$ cat config.mk
export PLATFORM = sky130hd
export DESIGN_NAME = string_hash_djb2_park_miller_core
export DESIGN_NICKNAME = d
export VERILOG_FILES = /design/src/hdl/shpm_pkg.sv /design/src/hdl/shpm_front.sv /design/src/hdl/shpm_fifo.sv /design/src/hdl/shpm_back.sv /design/src/hdl/string_hash_djb2_park_miller_core.sv
export VERILOG_INCLUDE_DIRS = /design/src /design/src/hdl
export SDC_FILE = /design/constraint.sdc
export NUM_CORES = 1
export LEC_CHECK = 0
export BUFFER_PORTS_ARGS = -buffer_cell sky130_fd_sc_hd__buf_2
export CAP_MARGIN = 0
export CORE_UTILIZATION = 65
export CTS_CLUSTER_SIZE = 10
export DETAILED_ROUTE_END_ITERATION = 6
export PLACE_DENSITY = 0.93
export SETUP_SLACK_MARGIN = 0.5
export SYNTH_ARGS = -nofsm -noshare
export SYNTH_HDL_FRONTEND = slang
export SYNTH_HIERARCHICAL = 1
export SYNTH_SLANG_ARGS = --single-unit
$ cat constraint.sdc
create_clock -name clk_i -period 13.7 [get_ports clk_i]
set_input_delay 2.055 -clock clk_i [delete_from_list [all_inputs] [get_ports clk_i]]
set_output_delay 2.055 -clock clk_i [all_outputs]
set_load 0.01 [all_outputs]
$ cat src/hdl/string_hash_djb2_park_miller_core_defines.svh
// Assertion macros shared by the string hash core modules.
`ifndef STRING_HASH_DJB2_PARK_MILLER_CORE_DEFINES_SVH
`define STRING_HASH_DJB2_PARK_MILLER_CORE_DEFINES_SVH

// Checks a condition at every clock edge outside reset.
`define SHPM_ASSERT_ALWAYS(lbl, expr, msg) \
  lbl: assert property (@(posedge clk_i) disable iff (!rst_ni) (expr)) else $error(msg);

// Checks that a condition in one cycle implies another in the next cycle.
`define SHPM_ASSERT_NEXT(lbl, ante, cons, msg) \
  lbl: assert property (@(posedge clk_i) disable iff (!rst_ni) (ante) |=> (cons)) \
    else $error(msg);

`endif

$ cat src/hdl/shpm_pkg.sv
// Package with the constants and types of the string hash core.
`timescale 1ns / 1ps

package shpm_pkg;

  localparam int unsigned AccW     = 32;
  localparam int unsigned ByteW    = 8;
  localparam int unsigned TblW     = 5;
  localparam int unsigned BucketW  = 31;
  localparam int unsigned MultW    = 15;
  localparam int unsigned ProdW    = AccW + MultW;

  localparam logic [AccW-1:0]  HashSeed       = 32'd5381;
  localparam int unsigned      DjbShift       = 5;
  localparam logic [TblW-1:0]  TableSizeReset = 5'd10;
  localparam logic [MultW-1:0] PmMult         = 15'd16807;
  localparam logic [AccW-1:0]  PmModulus      = 32'h7fff_ffff;
  // 2^32 is congruent to 2 modulo 2^31-1, so a negative operand costs 2*16807.
  localparam logic [ProdW-1:0] PmNegCorr      = 47'd33614;
  localparam logic [ByteW-1:0] KeyTerminator  = 8'd0;

  // Occupancy flags of the queue between front and back.
  typedef struct packed {
    logic not_full;
    logic not_empty;
  } shpm_q_status_t;

endpackage

$ cat src/hdl/shpm_front.sv
// Front end: accepts key bytes, runs the djb2 accumulation, queues finished keys.
`timescale 1ns / 1ps

module shpm_front
  import shpm_pkg::*;
(
  input  logic                 clk_i,
  input  logic                 rst_ni,
  input  logic                 in_valid_i,
  output logic                 in_ready_o,
  input  logic [ByteW-1:0]     key_byte_i,
  input  shpm_q_status_t       q_status_i,
  output logic                 push_o,
  output logic [AccW-1:0]      push_data_o
);

  logic [AccW-1:0] acc_q, acc_d;
  logic            is_term;
  logic            accept;

  assign is_term    = (key_byte_i == KeyTerminator);
  // Ordinary bytes never wait; only a terminator needs room in the queue.
  assign in_ready_o = !is_term || q_status_i.not_full;
  assign accept     = in_valid_i && in_ready_o;

  assign push_o      = accept && is_term;
  assign push_data_o = acc_q;

  always_comb begin
    acc_d = acc_q;
    if (accept) begin
      if (is_term) begin
        acc_d = HashSeed;
      end else begin
        acc_d = (acc_q << DjbShift) + acc_q + AccW'(key_byte_i);
      end
    end
  end

  always_ff @(posedge clk_i or negedge rst_ni) begin
    if (!rst_ni) begin
      acc_q <= HashSeed;
    end else begin
      acc_q <= acc_d;
    end
  end

endmodule

$ cat src/hdl/shpm_fifo.sv
// Short register queue carrying finished accumulators from front to back.
`timescale 1ns / 1ps
`include "string_hash_djb2_park_miller_core_defines.svh"

module shpm_fifo
  import shpm_pkg::*;
#(
  parameter int unsigned Depth = 2
) (
  input  logic            clk_i,
  input  logic            rst_ni,
  input  logic            push_i,
  input  logic [AccW-1:0] data_i,
  input  logic            pop_i,
  output logic [AccW-1:0] data_o,
  output shpm_q_status_t  status_o
);

  localparam int unsigned PtrW = (Depth > 1) ? $clog2(Depth) : 1;
  localparam int unsigned CntW = $clog2(Depth + 1);

  logic [AccW-1:0] slot_q [Depth];
  logic [PtrW-1:0] wptr_q, rptr_q;
  logic [CntW-1:0] cnt_q;
  logic            do_push, do_pop;

  assign status_o.not_full  = (cnt_q != CntW'(Depth));
  assign status_o.not_empty = (cnt_q != '0);
  assign do_push = push_i && status_o.not_full;
  assign do_pop  = pop_i && status_o.not_empty;
  assign data_o  = slot_q[rptr_q];

  always_ff @(posedge clk_i) begin
    if (do_push) begin
      slot_q[wptr_q] <= data_i;
    end
  end

  always_ff @(posedge clk_i or negedge rst_ni) begin
    if (!rst_ni) begin
      wptr_q <= '0;
      rptr_q <= '0;
      cnt_q  <= '0;
    end else begin
      if (do_push) begin
        wptr_q <= (wptr_q == PtrW'(Depth - 1)) ? '0 : wptr_q + 1'b1;
      end
      if (do_pop) begin
        rptr_q <= (rptr_q == PtrW'(Depth - 1)) ? '0 : rptr_q + 1'b1;
      end
      if (do_push && !do_pop) begin
        cnt_q <= cnt_q + 1'b1;
      end else if (do_pop && !do_push) begin
        cnt_q <= cnt_q - 1'b1;
      end
    end
  end

  `SHPM_ASSERT_ALWAYS(a_cnt_bound, cnt_q <= CntW'(Depth), "queue count exceeds depth")
  `SHPM_ASSERT_ALWAYS(a_no_overflow, !(push_i && !status_o.not_full), "push into full queue")

endmodule

$ cat src/hdl/shpm_back.sv
// Back end: Park-Miller step as a multiply, fold and reduce pipeline with output register.
`timescale 1ns / 1ps
`include "string_hash_djb2_park_miller_core_defines.svh"

module shpm_back
  import shpm_pkg::*;
(
  input  logic               clk_i,
  input  logic               rst_ni,
  input  shpm_q_status_t     q_status_i,
  input  logic [AccW-1:0]    q_data_i,
  output logic               pop_o,
  input  logic [TblW-1:0]    table_size_log2_i,
  output logic               out_valid_o,
  input  logic               out_ready_i,
  output logic [AccW-1:0]    hash_value_o,
  output logic [BucketW-1:0] bucket_index_o
);

  logic               adv;
  logic               s1_valid_q, s1_neg_q;
  logic [ProdW-1:0]   s1_prod_q;
  logic               s2_valid_q;
  logic [AccW-1:0]    s2_sum_q;
  logic               out_valid_q;
  logic [AccW-1:0]    hash_q;
  logic [BucketW-1:0] bucket_q;

  logic [ProdW-1:0]   corr_prod;
  logic [AccW-1:0]    fold_sum;
  logic [AccW-1:0]    hash_d;
  logic [AccW-1:0]    mask_full;

  // The whole pipeline moves together; it halts only while a result waits.
  assign adv   = !out_valid_q || out_ready_i;
  assign pop_o = adv && q_status_i.not_empty;

  // Fold the product modulo 2^31-1: high part plus low part.
  always_comb begin
    corr_prod = s1_prod_q - (s1_neg_q ? PmNegCorr : '0);
    fold_sum  = AccW'(corr_prod[30:0]) + AccW'(corr_prod[ProdW-1:31]);
  end

  // The fold stays below twice the modulus; a zero residue maps to the modulus itself.
  always_comb begin
    if (s2_sum_q == '0) begin
      hash_d = PmModulus;
    end else if (s2_sum_q > PmModulus) begin
      hash_d = s2_sum_q - PmModulus;
    end else begin
      hash_d = s2_sum_q;
    end
    mask_full = (32'd1 << table_size_log2_i) - 32'd1;
  end

  always_ff @(posedge clk_i) begin
    if (adv) begin
      s1_prod_q <= ProdW'(q_data_i) * ProdW'(PmMult);
      s1_neg_q  <= q_data_i[AccW-1];
      s2_sum_q  <= fold_sum;
      hash_q    <= hash_d;
      bucket_q  <= hash_d[BucketW-1:0] & mask_full[BucketW-1:0];
    end
  end

  always_ff @(posedge clk_i or negedge rst_ni) begin
    if (!rst_ni) begin
      s1_valid_q  <= 1'b0;
      s2_valid_q  <= 1'b0;
      out_valid_q <= 1'b0;
    end else if (adv) begin
      s1_valid_q  <= q_status_i.not_empty;
      s2_valid_q  <= s1_valid_q;
      out_valid_q <= s2_valid_q;
    end
  end

  assign out_valid_o    = out_valid_q;
  assign hash_value_o   = hash_q;
  assign bucket_index_o = bucket_q;

  `SHPM_ASSERT_ALWAYS(a_fold_bound, !s2_valid_q || (s2_sum_q < 32'h8001_0000), "fold out of range")
  `SHPM_ASSERT_ALWAYS(a_hash_range, !out_valid_q || (!hash_q[AccW-1] && hash_q != '0), "hash out of range")
  `SHPM_ASSERT_ALWAYS(a_bucket_sub, !out_valid_q || ((bucket_q & ~hash_q[BucketW-1:0]) == '0), "bucket not a subset of hash")
  `SHPM_ASSERT_NEXT(a_s2_to_out, s2_valid_q && adv, out_valid_q, "result lost in last stage")

endmodule

$ cat src/hdl/string_hash_djb2_park_miller_core.sv
// Top level of the djb2 string hash core with Park-Miller finishing step.
//
//   Channel   Handshake               Payload
//   -------   ---------------------   -------------------------------
//   input     in_valid_i/in_ready_o   key_byte_i
//   output    out_valid_o/out_ready_i hash_value_o, bucket_index_o
//   config    cfg_we_i (no wait)      cfg_wdata_i (table_size_log2)
//
// One key byte is taken each cycle unless a terminator waits for queue room; the rate
// is set by the accumulator update loop (shift by five, add, add byte) in the front end.
// A terminator's result passes in order through the queue, the multiply stage,
// the fold stage and the output register.
// Reset loads the accumulator with 5381, empties the queue and the pipeline,
// and sets table_size_log2 to 10.
// Output stalls freeze the back pipeline; the front keeps accepting bytes and
// only a terminator waits when the queue between front and back is full.
`timescale 1ns / 1ps

module string_hash_djb2_park_miller_core
  import shpm_pkg::*;
#(
  parameter int unsigned QueueDepth = 2
) (
  input  logic               clk_i,
  input  logic               rst_ni,
  input  logic               cfg_we_i,
  input  logic [TblW-1:0]    cfg_wdata_i,
  input  logic               in_valid_i,
  output logic               in_ready_o,
  input  logic [ByteW-1:0]   key_byte_i,
  output logic               out_valid_o,
  input  logic               out_ready_i,
  output logic [AccW-1:0]    hash_value_o,
  output logic [BucketW-1:0] bucket_index_o
);

  // The single configuration register. The user must write it only while the core is idle;
  // the core does not enforce this. The back end reads it directly to form the bucket index.
  logic [TblW-1:0] table_size_log2_q;

  always_ff @(posedge clk_i or negedge rst_ni) begin
    if (!rst_ni) begin
      table_size_log2_q <= TableSizeReset;
    end else if (cfg_we_i) begin
      table_size_log2_q <= cfg_wdata_i;
    end
  end

  shpm_q_status_t  q_status;
  logic            push;
  logic [AccW-1:0] push_data;
  logic            pop;
  logic [AccW-1:0] q_data;

  // Front end: every byte transaction updates the accumulator; a terminator
  // hands the finished accumulator to the queue and reloads the seed.
  shpm_front u_front (
    .clk_i       (clk_i),
    .rst_ni      (rst_ni),
    .in_valid_i  (in_valid_i),
    .in_ready_o  (in_ready_o),
    .key_byte_i  (key_byte_i),
    .q_status_i  (q_status),
    .push_o      (push),
    .push_data_o (push_data)
  );

  // The queue decouples the two halves so that a stalled output does not
  // hold up the byte stream until the queue fills.
  shpm_fifo #(
    .Depth (QueueDepth)
  ) u_fifo (
    .clk_i    (clk_i),
    .rst_ni   (rst_ni),
    .push_i   (push),
    .data_i   (push_data),
    .pop_i    (pop),
    .data_o   (q_data),
    .status_o (q_status)
  );

  // Back end: the Schrage step equals 16807*r modulo 2^31-1 with a zero
  // residue replaced by the modulus, computed here by multiply and fold.
  shpm_back u_back (
    .clk_i             (clk_i),
    .rst_ni            (rst_ni),
    .q_status_i        (q_status),
    .q_data_i          (q_data),
    .pop_o             (pop),
    .table_size_log2_i (table_size_log2_q),
    .out_valid_o       (out_valid_o),
    .out_ready_i       (out_ready_i),
    .hash_value_o      (hash_value_o),
    .bucket_index_o    (bucket_index_o)
  );

endmodule
Yosys cells after proc, flatten, opt, wreduce, memory -nomap -nowiden:

Memory sizes are Yosys's and may differ from the RTL's.
Cells that the tools add are included.

* multiplexer cells: 10
* add/subtract/negate cells: 10
* multipliers: 1
* shift operators: 1
* reductions and logical operators: 17
* bitwise operators: 1
* magnitude comparators: 1
* eq/ne operators: 1

Operators by type and width (number)
* $mux W32: 2
* $mul A32 B15 Y47 const B: 1
* $sub A47 B47 Y47: 1
* $add A31 B16 Y32: 1
* $add A32 B32 Y32: 1
* $add A32 B8 Y32: 1
* $gt A32 B31 Y1 const B: 1
* $logic_not A32 Y1: 1
* $sub A32 B31 Y32 const B: 1
* $and A31 B31 Y31: 1
* $mux W31: 1
* $shl A1 B5 Y31 const A: 1
* $sub A31 B1 Y31 const B: 1
* $mux W16: 1
* $logic_not A8 Y1: 1
* $logic_and A1 B1 Y1: 7
* $logic_not A1 Y1: 4
* $mux W1: 4
* $mux W2: 2
* $reduce_bool A2 Y1: 2
* $add A1 B1 Y1 const B: 2
* $add A2 B1 Y2 const B: 1
* $logic_or A1 B1 Y1: 2
* $ne A2 B2 Y1 const B: 1
* $sub A2 B1 Y2 const B: 1

* output and inout port bits: 65
* memory bits (writable): 64
* flip-flop bits (word level): 187
* input port bits: 18
* logic and storage cells: 57
* memories kept: 1

Memories
* u_fifo.slot_q: words 2, bits a word 32, read ports 1, clocked after Yosys merged registers in 0, write ports 1, line shpm_fifo.sv:22 `logic [AccW-1:0] slot_q [Depth];`

Longest topological paths before layout:

Gate-level depths: netlist of run 1.

* depth in word-level cells: 10
* gate-level depth with buffers: 27
* gate-level depth less buffers: 24

Cells and area by module:

The synthesis of run 1 kept the hierarchy.

By module, submodules not included
* shpm_back: sequential area each 4369.2 µm², times used 1, cells each 1584, area each 15803.9 µm²
* shpm_front: sequential area each 807.0 µm², times used 1, cells each 383, area each 3283.1 µm²
* shpm_fifo: sequential area each 2021.9 µm², times used 1, cells each 118, area each 2658.8 µm²
* string_hash_djb2_park_miller_core: sequential area each 127.6 µm², times used 1, cells each 10, area each 183.9 µm²

Least setup slack after synthesis of run 1:

No wires, ideal clock.

* path kind: input to register
* from: input port out_ready_i
* to: register u_fifo.cnt_q[1]
* required time: 13.621 ns
* data arrival time: 6.635 ns
* path slack: 6.986 ns
* stages: 6
* library setup time: 0.079 ns
* path buffers: 0
* path through: nand2b_1 > and2_1 > nand2_2 > ha_1 > nor2_1 > xor2_1

* word-level cells in the longest chain between the ends: 6
* elaborated cells on any way between the ends: 8

Ends and longest elaborated chain
* start, declared: line string_hash_djb2_park_miller_core.sv:32 `input logic out_ready_i,`
* $logic_or A1 B1 Y1 (*): line shpm_back.sv:35 `assign adv = !out_valid_q || out_ready_i;`
* $logic_and A1 B1 Y1 (*): line shpm_back.sv:36 `assign pop_o = adv && q_status_i.not_empty;`
* named net pop: line string_hash_djb2_park_miller_core.sv:52 `logic pop;`
* $logic_and A1 B1 Y1 (*): line shpm_fifo.sv:30 `assign do_pop = pop_i && status_o.not_empty;`
* $logic_not A1 Y1: line shpm_fifo.sv:51 `if (do_push && !do_pop) begin`
* $logic_and A1 B1 Y1: line shpm_fifo.sv:51
* $mux W2 or $reduce_bool A2 Y1 (tied branches)
* end signal, assigned: line shpm_fifo.sv:52 `cnt_q <= cnt_q + 1'b1;`
* end signal, assigned: line shpm_fifo.sv:54 `cnt_q <= cnt_q - 1'b1;`
* end, declared: line shpm_fifo.sv:24 `logic [CntW-1:0] cnt_q;`

The timed path passes the listed nets; every way through them passes the cells marked *.
A chain may end at the register's enable or synchronous reset.

Worst setup path after layout of run 1:

* from: register u_fifo.rptr_q
* to: register u_back.s1_prod_q[44], data pin

* word-level cells in the longest chain between the ends: 2

Ends and longest elaborated chain
* start, declared: line shpm_fifo.sv:23 `logic [PtrW-1:0] wptr_q, rptr_q;`
* start signal, assigned: line shpm_fifo.sv:49 `rptr_q <= (rptr_q == PtrW'(Depth - 1)) ? '0 : rptr_q + 1'b1;`
* $mem_v2 Z2 W32
* named net q_data[11]: line string_hash_djb2_park_miller_core.sv:53 `logic [AccW-1:0] q_data;`
* $mul A32 B15 Y47: line shpm_back.sv:58 `s1_prod_q <= ProdW'(q_data_i) * ProdW'(PmMult);`
* end signal, assigned: line shpm_back.sv:58
* end, declared: line shpm_back.sv:22 `logic [ProdW-1:0] s1_prod_q;`

The timed path passes the listed nets, and every way through them passes these cells.

==> results of run 1 <==
==> sequential cells by signal, summed over array words and instances (netlist names), 2 cells and up <==
name / count
u_back/bucket_index_o: 31
u_back/s1_prod_q: 47
u_back/hash_value_o: 32
u_fifo/slot_q: 64
u_fifo/cnt_q: 2
u_back/s2_sum_q: 32
table_size_log2_q: 5
u_front/push_data_o: 32
==> synth_stat cells, drive strengths merged, types with 7 or more instances <==
master / count
xor2: 67
a22oi: 7
o211ai: 11
a211oi: 10
nor4: 18
o21ai: 91
nor2b: 16
clkbuf: 37
and3: 18
xnor2: 96
a31oi: 14
inv: 338
dfrtp: 37
fa: 144
nand2: 148
or2: 15
o21a: 13
nand4: 29
dfstp: 7
nand2b: 16
and2: 20
nand3: 34
o21bai: 15
ha: 277
edfxtp: 207
mux2: 39
a21o: 48
buf: 13
nor2: 80
nor3: 31
a21oi: 116
==> final cells by class <==
| cell class | instances | share of cell area |
|---|---|---|
| multi-input cells | 1456 | 0.554 |
| flip-flops and latches | 251 | 0.311 |
| inverters | 338 | 0.0538 |
| clock buffers | 53 | 0.0377 |
| well taps | 442 | 0.0235 |
| repair buffers | 87 | 0.0190 |
| clock inverters | 3 | 0.000743 |
| diodes | 1 | 0.000106 |
==> per-layer routing <==
layer | vias to the layer above | track usage | wire, um
met4 | 0 | 0.114 | 1820
li1 | 7364 | - | -
met1 | 7658 | 0.372 | 20400
met5 | - | 0 | 0
met3 | 135 | 0.0450 | 3500
met2 | 694 | 0.524 | 24800
==> critical path, stage by stage (launching register included) <==
cell      delay (ps)
dfrtp_2         1050
mux2_2           400
inv_1            120
fa_1             540
inv_1             40
ha_1             260
inv_1             60
fa_1             530
inv_1             50
ha_1             320
fa_1             540
inv_1             50
fa_1             530
inv_1             40
ha_1             380
a21oi_1          300
o211ai_1         140
a21oi_1          150
nand3_1          190
o211ai_1         420
a21boi_0         200
o32ai_1          550
o21ai_0          260
a41oi_1          370
xnor2_1          120
==> cell families after synthesis <==
| family | count (synthesis) |
|---|---|
| muxes | 45 |
| DFF | 251 |
| and+or+nand+nor | 453 |
| adders and majority gates | 421 |
| xor gates and xnor gates | 163 |
| buffers and inverters | 388 |
| AOI/OAI and AO/OA | 374 |
==> final timing paths <==
kind                            slack [ps]                             end  cells past startpoint
worst max-delay path                  5780  u_back/s1_prod_q[44]$_DFFE_PN_                     24
worst min-delay path                   470  u_back/out_valid_o$_DFFE_PN0N_                      1
worst max register to register        5780  u_back/s1_prod_q[44]$_DFFE_PN_                     24
worst min register to register         470  u_back/out_valid_o$_DFFE_PN0N_                      1
max in group asynchronous            11620       u_fifo/rptr_q$_DFFE_PN0P_                      2
min in group asynchronous             1590       u_fifo/wptr_q$_DFFE_PN0P_                      2
==> metrics by stage <==
stage / setup WS, ps / hold WS, ps
after floorplan: 6990 / 430
after global placement: 6260 / 445
after detailed placement: 5950 / 462
after CTS: 5900 / 470
after global routing: 5390 / 502
final: 5780 / 468
==> flow_metrics.tcl, run 1 <==
set metrics [dict create \
    status "completed" \
    crit_path_start_kind "flip-flop" \
    io_pins 83 \
    drive_gt1_frac 0.0969 \
    final_area_um2 23600 \
    cts_root_buf "clkbuf_16" \
    syn_inst 2095 \
    synth_fa_ha_area_frac 0.289 \
    num_rows 66 \
    avgSynthCellArea_um2 10.5 \
    worst_pin_slew_ps 1250 \
    numCtsBuffers 30 \
    grt_pass1_vias 16100 \
    grt_max_degree 76 \
    post_dp_cell_area_um2 22700 \
    path_clk_slew_ps 60 \
    die_w_um 186 \
    postLayoutCoreUtil 0.717 \
    rsz0062_at_grt "false" \
    path_class "reg2reg" \
    yosysWarnings 6 \
    synth-simple-area-share 0.104 \
    final_cell_mix "338 x inv_1, 277 x ha_1, 207 x edfxtp_1" \
    synth_cell_type_count 89 \
    post_drt_wl_per_cell_um 19.2 \
    route.detailed.drc 0 \
    dp_hpwl_mm 39.0 \
    relSlewSlack 0.158 \
    insertion_delay_ps 570 \
    final_nets 2603 \
    placed_cells 2574 \
    postCtsSetupBuffers 0 \
    period_share 0.578 \
    async_reset_ff_frac 0.175 \
    worst_ep_required_time_ps 14010 \
    final_common_cell "inv_1" \
    ys_ff_latch 251 \
    fillers 2283 \
    cts_resized 0 \
    synth_edf_count 207 \
    area_growth_pct 7.50 \
    antenna_found_initial 1 \
    die_h_um 186 \
    multi_input_area_um2 13100 \
    critical_path_arrival_ps 8230 \
    min_from "u_back/s2_valid_q$_DFFE_PN0N_" \
    maxSlewViolCount 0 \
    critPathCaptureType "flip-flop" \
    fin_cells 2631 \
    hold_class "reg2reg" \
    setup_tns_ps 0 \
    ctsHoldBuffers 0 \
    netlist_area_um2 21900 \
    core_area_um2 32900 \
    vias 15900 \
    final-seq-area_um2 7330 \
    synth_mux_area_frac 0.0277 \
    antenna_left 0 \
    gp_routability_congestion 0.959 \
    cap_violations 0 \
    synth_top_area_cell "edfxtp_1" \
    setup_violations 0 \
    die_area_um2 34500 \
    start_util 0.667 \
    ys_seq_area_frac 0.334 \
    viasPerCell 6.02 \
    crit_fanout 33 \
    synth_top_family_by_area "adder cells" \
    grt_overflow 0 \
    synth_flop_cell "edfxtp_1" \
    netlist_top_cells_area "edfxtp_1 28%, ha_1 16%, fa_1 13%, inv_1 5.8%, dfrtp_1 4.2%" \
    synth_top_cell_area_share 0.283 \
    grt_first_pass_wirelength_mm 80.9 \
    min_period_ps 7920 \
    htree_levels 1 \
    fmax_mhz 126 \
    dr.first_iter.drc_count 1672 \
    cts_max_path_buffers 3 \
    cts.sink_count 251 \
    hold_viol_final 0 \
    drtPass1Iterations 5 \
    portBuffers 82 \
    synth_compound_area_frac 0.109 \
    critPathLaunch "u_fifo/rptr_q$_DFFE_PN0P_" \
    syn-num-nets 2534 \
    rr_startpoint "u_fifo/rptr_q$_DFFE_PN0P_" \
    yosys.area_share.xor_xnor 0.0651 \
    track_usage 0.299 \
    cts_tree "built" \
    fin_skew_ps 43.1 \
    routed_wl_mm 50.5 \
]
Power of run 1 is not shown: default switching activity piles up to over one toggle a cycle in this logic, so the estimate is an artifact.
==> run 2: changes to the inputs <==
CORE_UTILIZATION = 64   (was 65)
PLACE_DENSITY = 0.92   (was 0.93)
clock period = 7.8 ns   (was 13.7 ns; I/O delays follow)
==> run 2 against run 1 <==
First-iteration DRC count down 44%. Sequential cell count unchanged. Clock-buffer cell count unchanged. Non-clock buffer count up 5. Global-route usage down 2.0 points. Final cell count up 0.38%. Wire length down 4.7%. Clock skew down 4.0 ps. Core utilization down 1.4 points. Register-to-register slack worse by 5000 ps. Critical path type unchanged. Maximum frequency up 12%.
==> flow_metrics.tcl, run 2 (synthesis gave the netlist of run 1 again) <==
set metrics [dict create \
    status "completed" \
    grt_pass1_vias 16300 \
    htree_levels 1 \
    track_usage 0.279 \
    num_rows 67 \
    maxSlewViolCount 0 \
    largest_reg_flops 64 \
    final_common_cell "inv_1" \
    path_class "reg2reg" \
    final_nets 2608 \
    critical_path_arrival_ps 7370 \
    grt_first_pass_wirelength_mm 79.2 \
    min_period_ps 7050 \
    antenna_left 0 \
    insertion_delay_ps 570 \
    vias 15600 \
    numCtsBuffers 30 \
    crit_fanout 16 \
    worst_pin_slew_ps 993 \
    multi_input_area_um2 13100 \
    setup_tns_ps 0 \
    hold_class "reg2reg" \
    post-place-ws_ps 594 \
    final_cell_mix "338 x inv_1, 277 x ha_1, 207 x edfxtp_1" \
    core_area_um2 33600 \
    fillers 2303 \
    antenna_found_initial 0 \
    cts_root_buf "clkbuf_16" \
    hold_viol_final 0 \
    postLayoutCoreUtil 0.703 \
    relSlewSlack 0.336 \
    io_pins 83 \
    area_growth_pct 7.83 \
    gp_routability_congestion 0.954 \
    post_drt_wl_per_cell_um 18.2 \
    cts.sink_count 251 \
    route.detailed.drc 0 \
    setup_violations 0 \
    die_area_um2 35000 \
    drive_gt1_frac 0.100 \
    regMostFlops "u_fifo/slot_q" \
    cap_violations 0 \
    drtPass1Iterations 7 \
    timing.final.ws_setup_ps 748 \
    fmax_mhz 142 \
    routed_wl_mm 48.1 \
    dr.first_iter.drc_count 938 \
    cts_max_path_buffers 3 \
    grt_overflow 0 \
    fin_skew_ps 39.1 \
    die_w_um 187 \
    critPathCaptureType "flip-flop" \
    largestRegisters "u_fifo/slot_q: 64 flops, u_back/s1_prod_q: 47 flops" \
    dp_hpwl_mm 38.3 \
    period_share 0.904 \
    portBuffers 82 \
    worst_ep_required_time_ps 8120 \
    start_util 0.652 \
    rsz0062_at_grt "true" \
    die_h_um 187 \
    viasPerCell 5.91 \
    n_antenna_cell 0 \
    cts_tree "built" \
    crit_path_start_kind "flip-flop" \
    path_clk_slew_ps 50 \
    final-seq-area_um2 7330 \
    grt_max_degree 83 \
]
[run 2: layer usage]
metal	routed length, um	GRT usage
met1	18500	0.317
met2	25000	0.518
met3	2130	0.0298
met4	2480	0.142
met5	0	0
[run 2: path summary, 6_finish.rpt]
check | cells past startpoint | slack (ps) | startpoint | to
min in group asynchronous | 2 | 700 | rst_ni | u_front/push_data_o[29]$_DFFE_PN0P_
max in group asynchronous | 2 | 6580 | rst_ni | u_fifo/rptr_q$_DFFE_PN0P_
max | 25 | 750 | u_fifo/rptr_q$_DFFE_PN0P_ | u_back/s1_prod_q[31]$_DFFE_PN_
min reg2reg | 1 | 460 | u_back/s2_valid_q$_DFFE_PN0N_ | u_back/out_valid_o$_DFFE_PN0N_
max reg2reg | 25 | 750 | u_fifo/rptr_q$_DFFE_PN0P_ | u_back/s1_prod_q[31]$_DFFE_PN_
min | 1 | 460 | u_back/s2_valid_q$_DFFE_PN0N_ | u_back/out_valid_o$_DFFE_PN0N_
[run 2: timing repair]
action / CTS / global route
hold buffers: 0 / 0
endpoints found under the setup margin: 0 / 6
setup buffers: 0 / 0
resized for setup: 0 / 4
[run 2: final cells by class]
cell class	instances	area share
Timing Repair Buffer	92	0.0205
Multi-Input combinational cell	1456	0.553
Sequential cell	251	0.310
Tap cell	448	0.0237
Inverter	338	0.0537
Clock inverter	3	0.00185
Clock buffer	53	0.0371
[run 2: per-stage QoR]
step           hold WS, ps  cells  instance area, um2
3_3_place_gp           442   2585               22700
3_5_place_dp           446   2585               22700
2_1_floorplan          430   2095               21900
5_1_grt                490   2641               23600
6_report               460   2641               23600
4_1_cts                462   2641               23600
[run 2: worst max-delay path: stages (launching register included)]
cell,delay (ps)
dfrtp_4,590
buf_4,230
mux2_4,260
inv_1,110
fa_1,550
inv_1,40
ha_1,260
inv_1,50
fa_1,490
inv_1,40
ha_1,300
fa_1,540
inv_1,50
fa_1,540
inv_1,50
ha_1,390
a2111oi_0,400
o21ai_0,280
a31oi_1,290
nand2_1,150
a31oi_1,400
o21bai_1,160
a2bb2oi_1,210
o21ai_0,130
a21oi_1,210
xnor2_1,80
Power of run 2 is left out for the same reason.
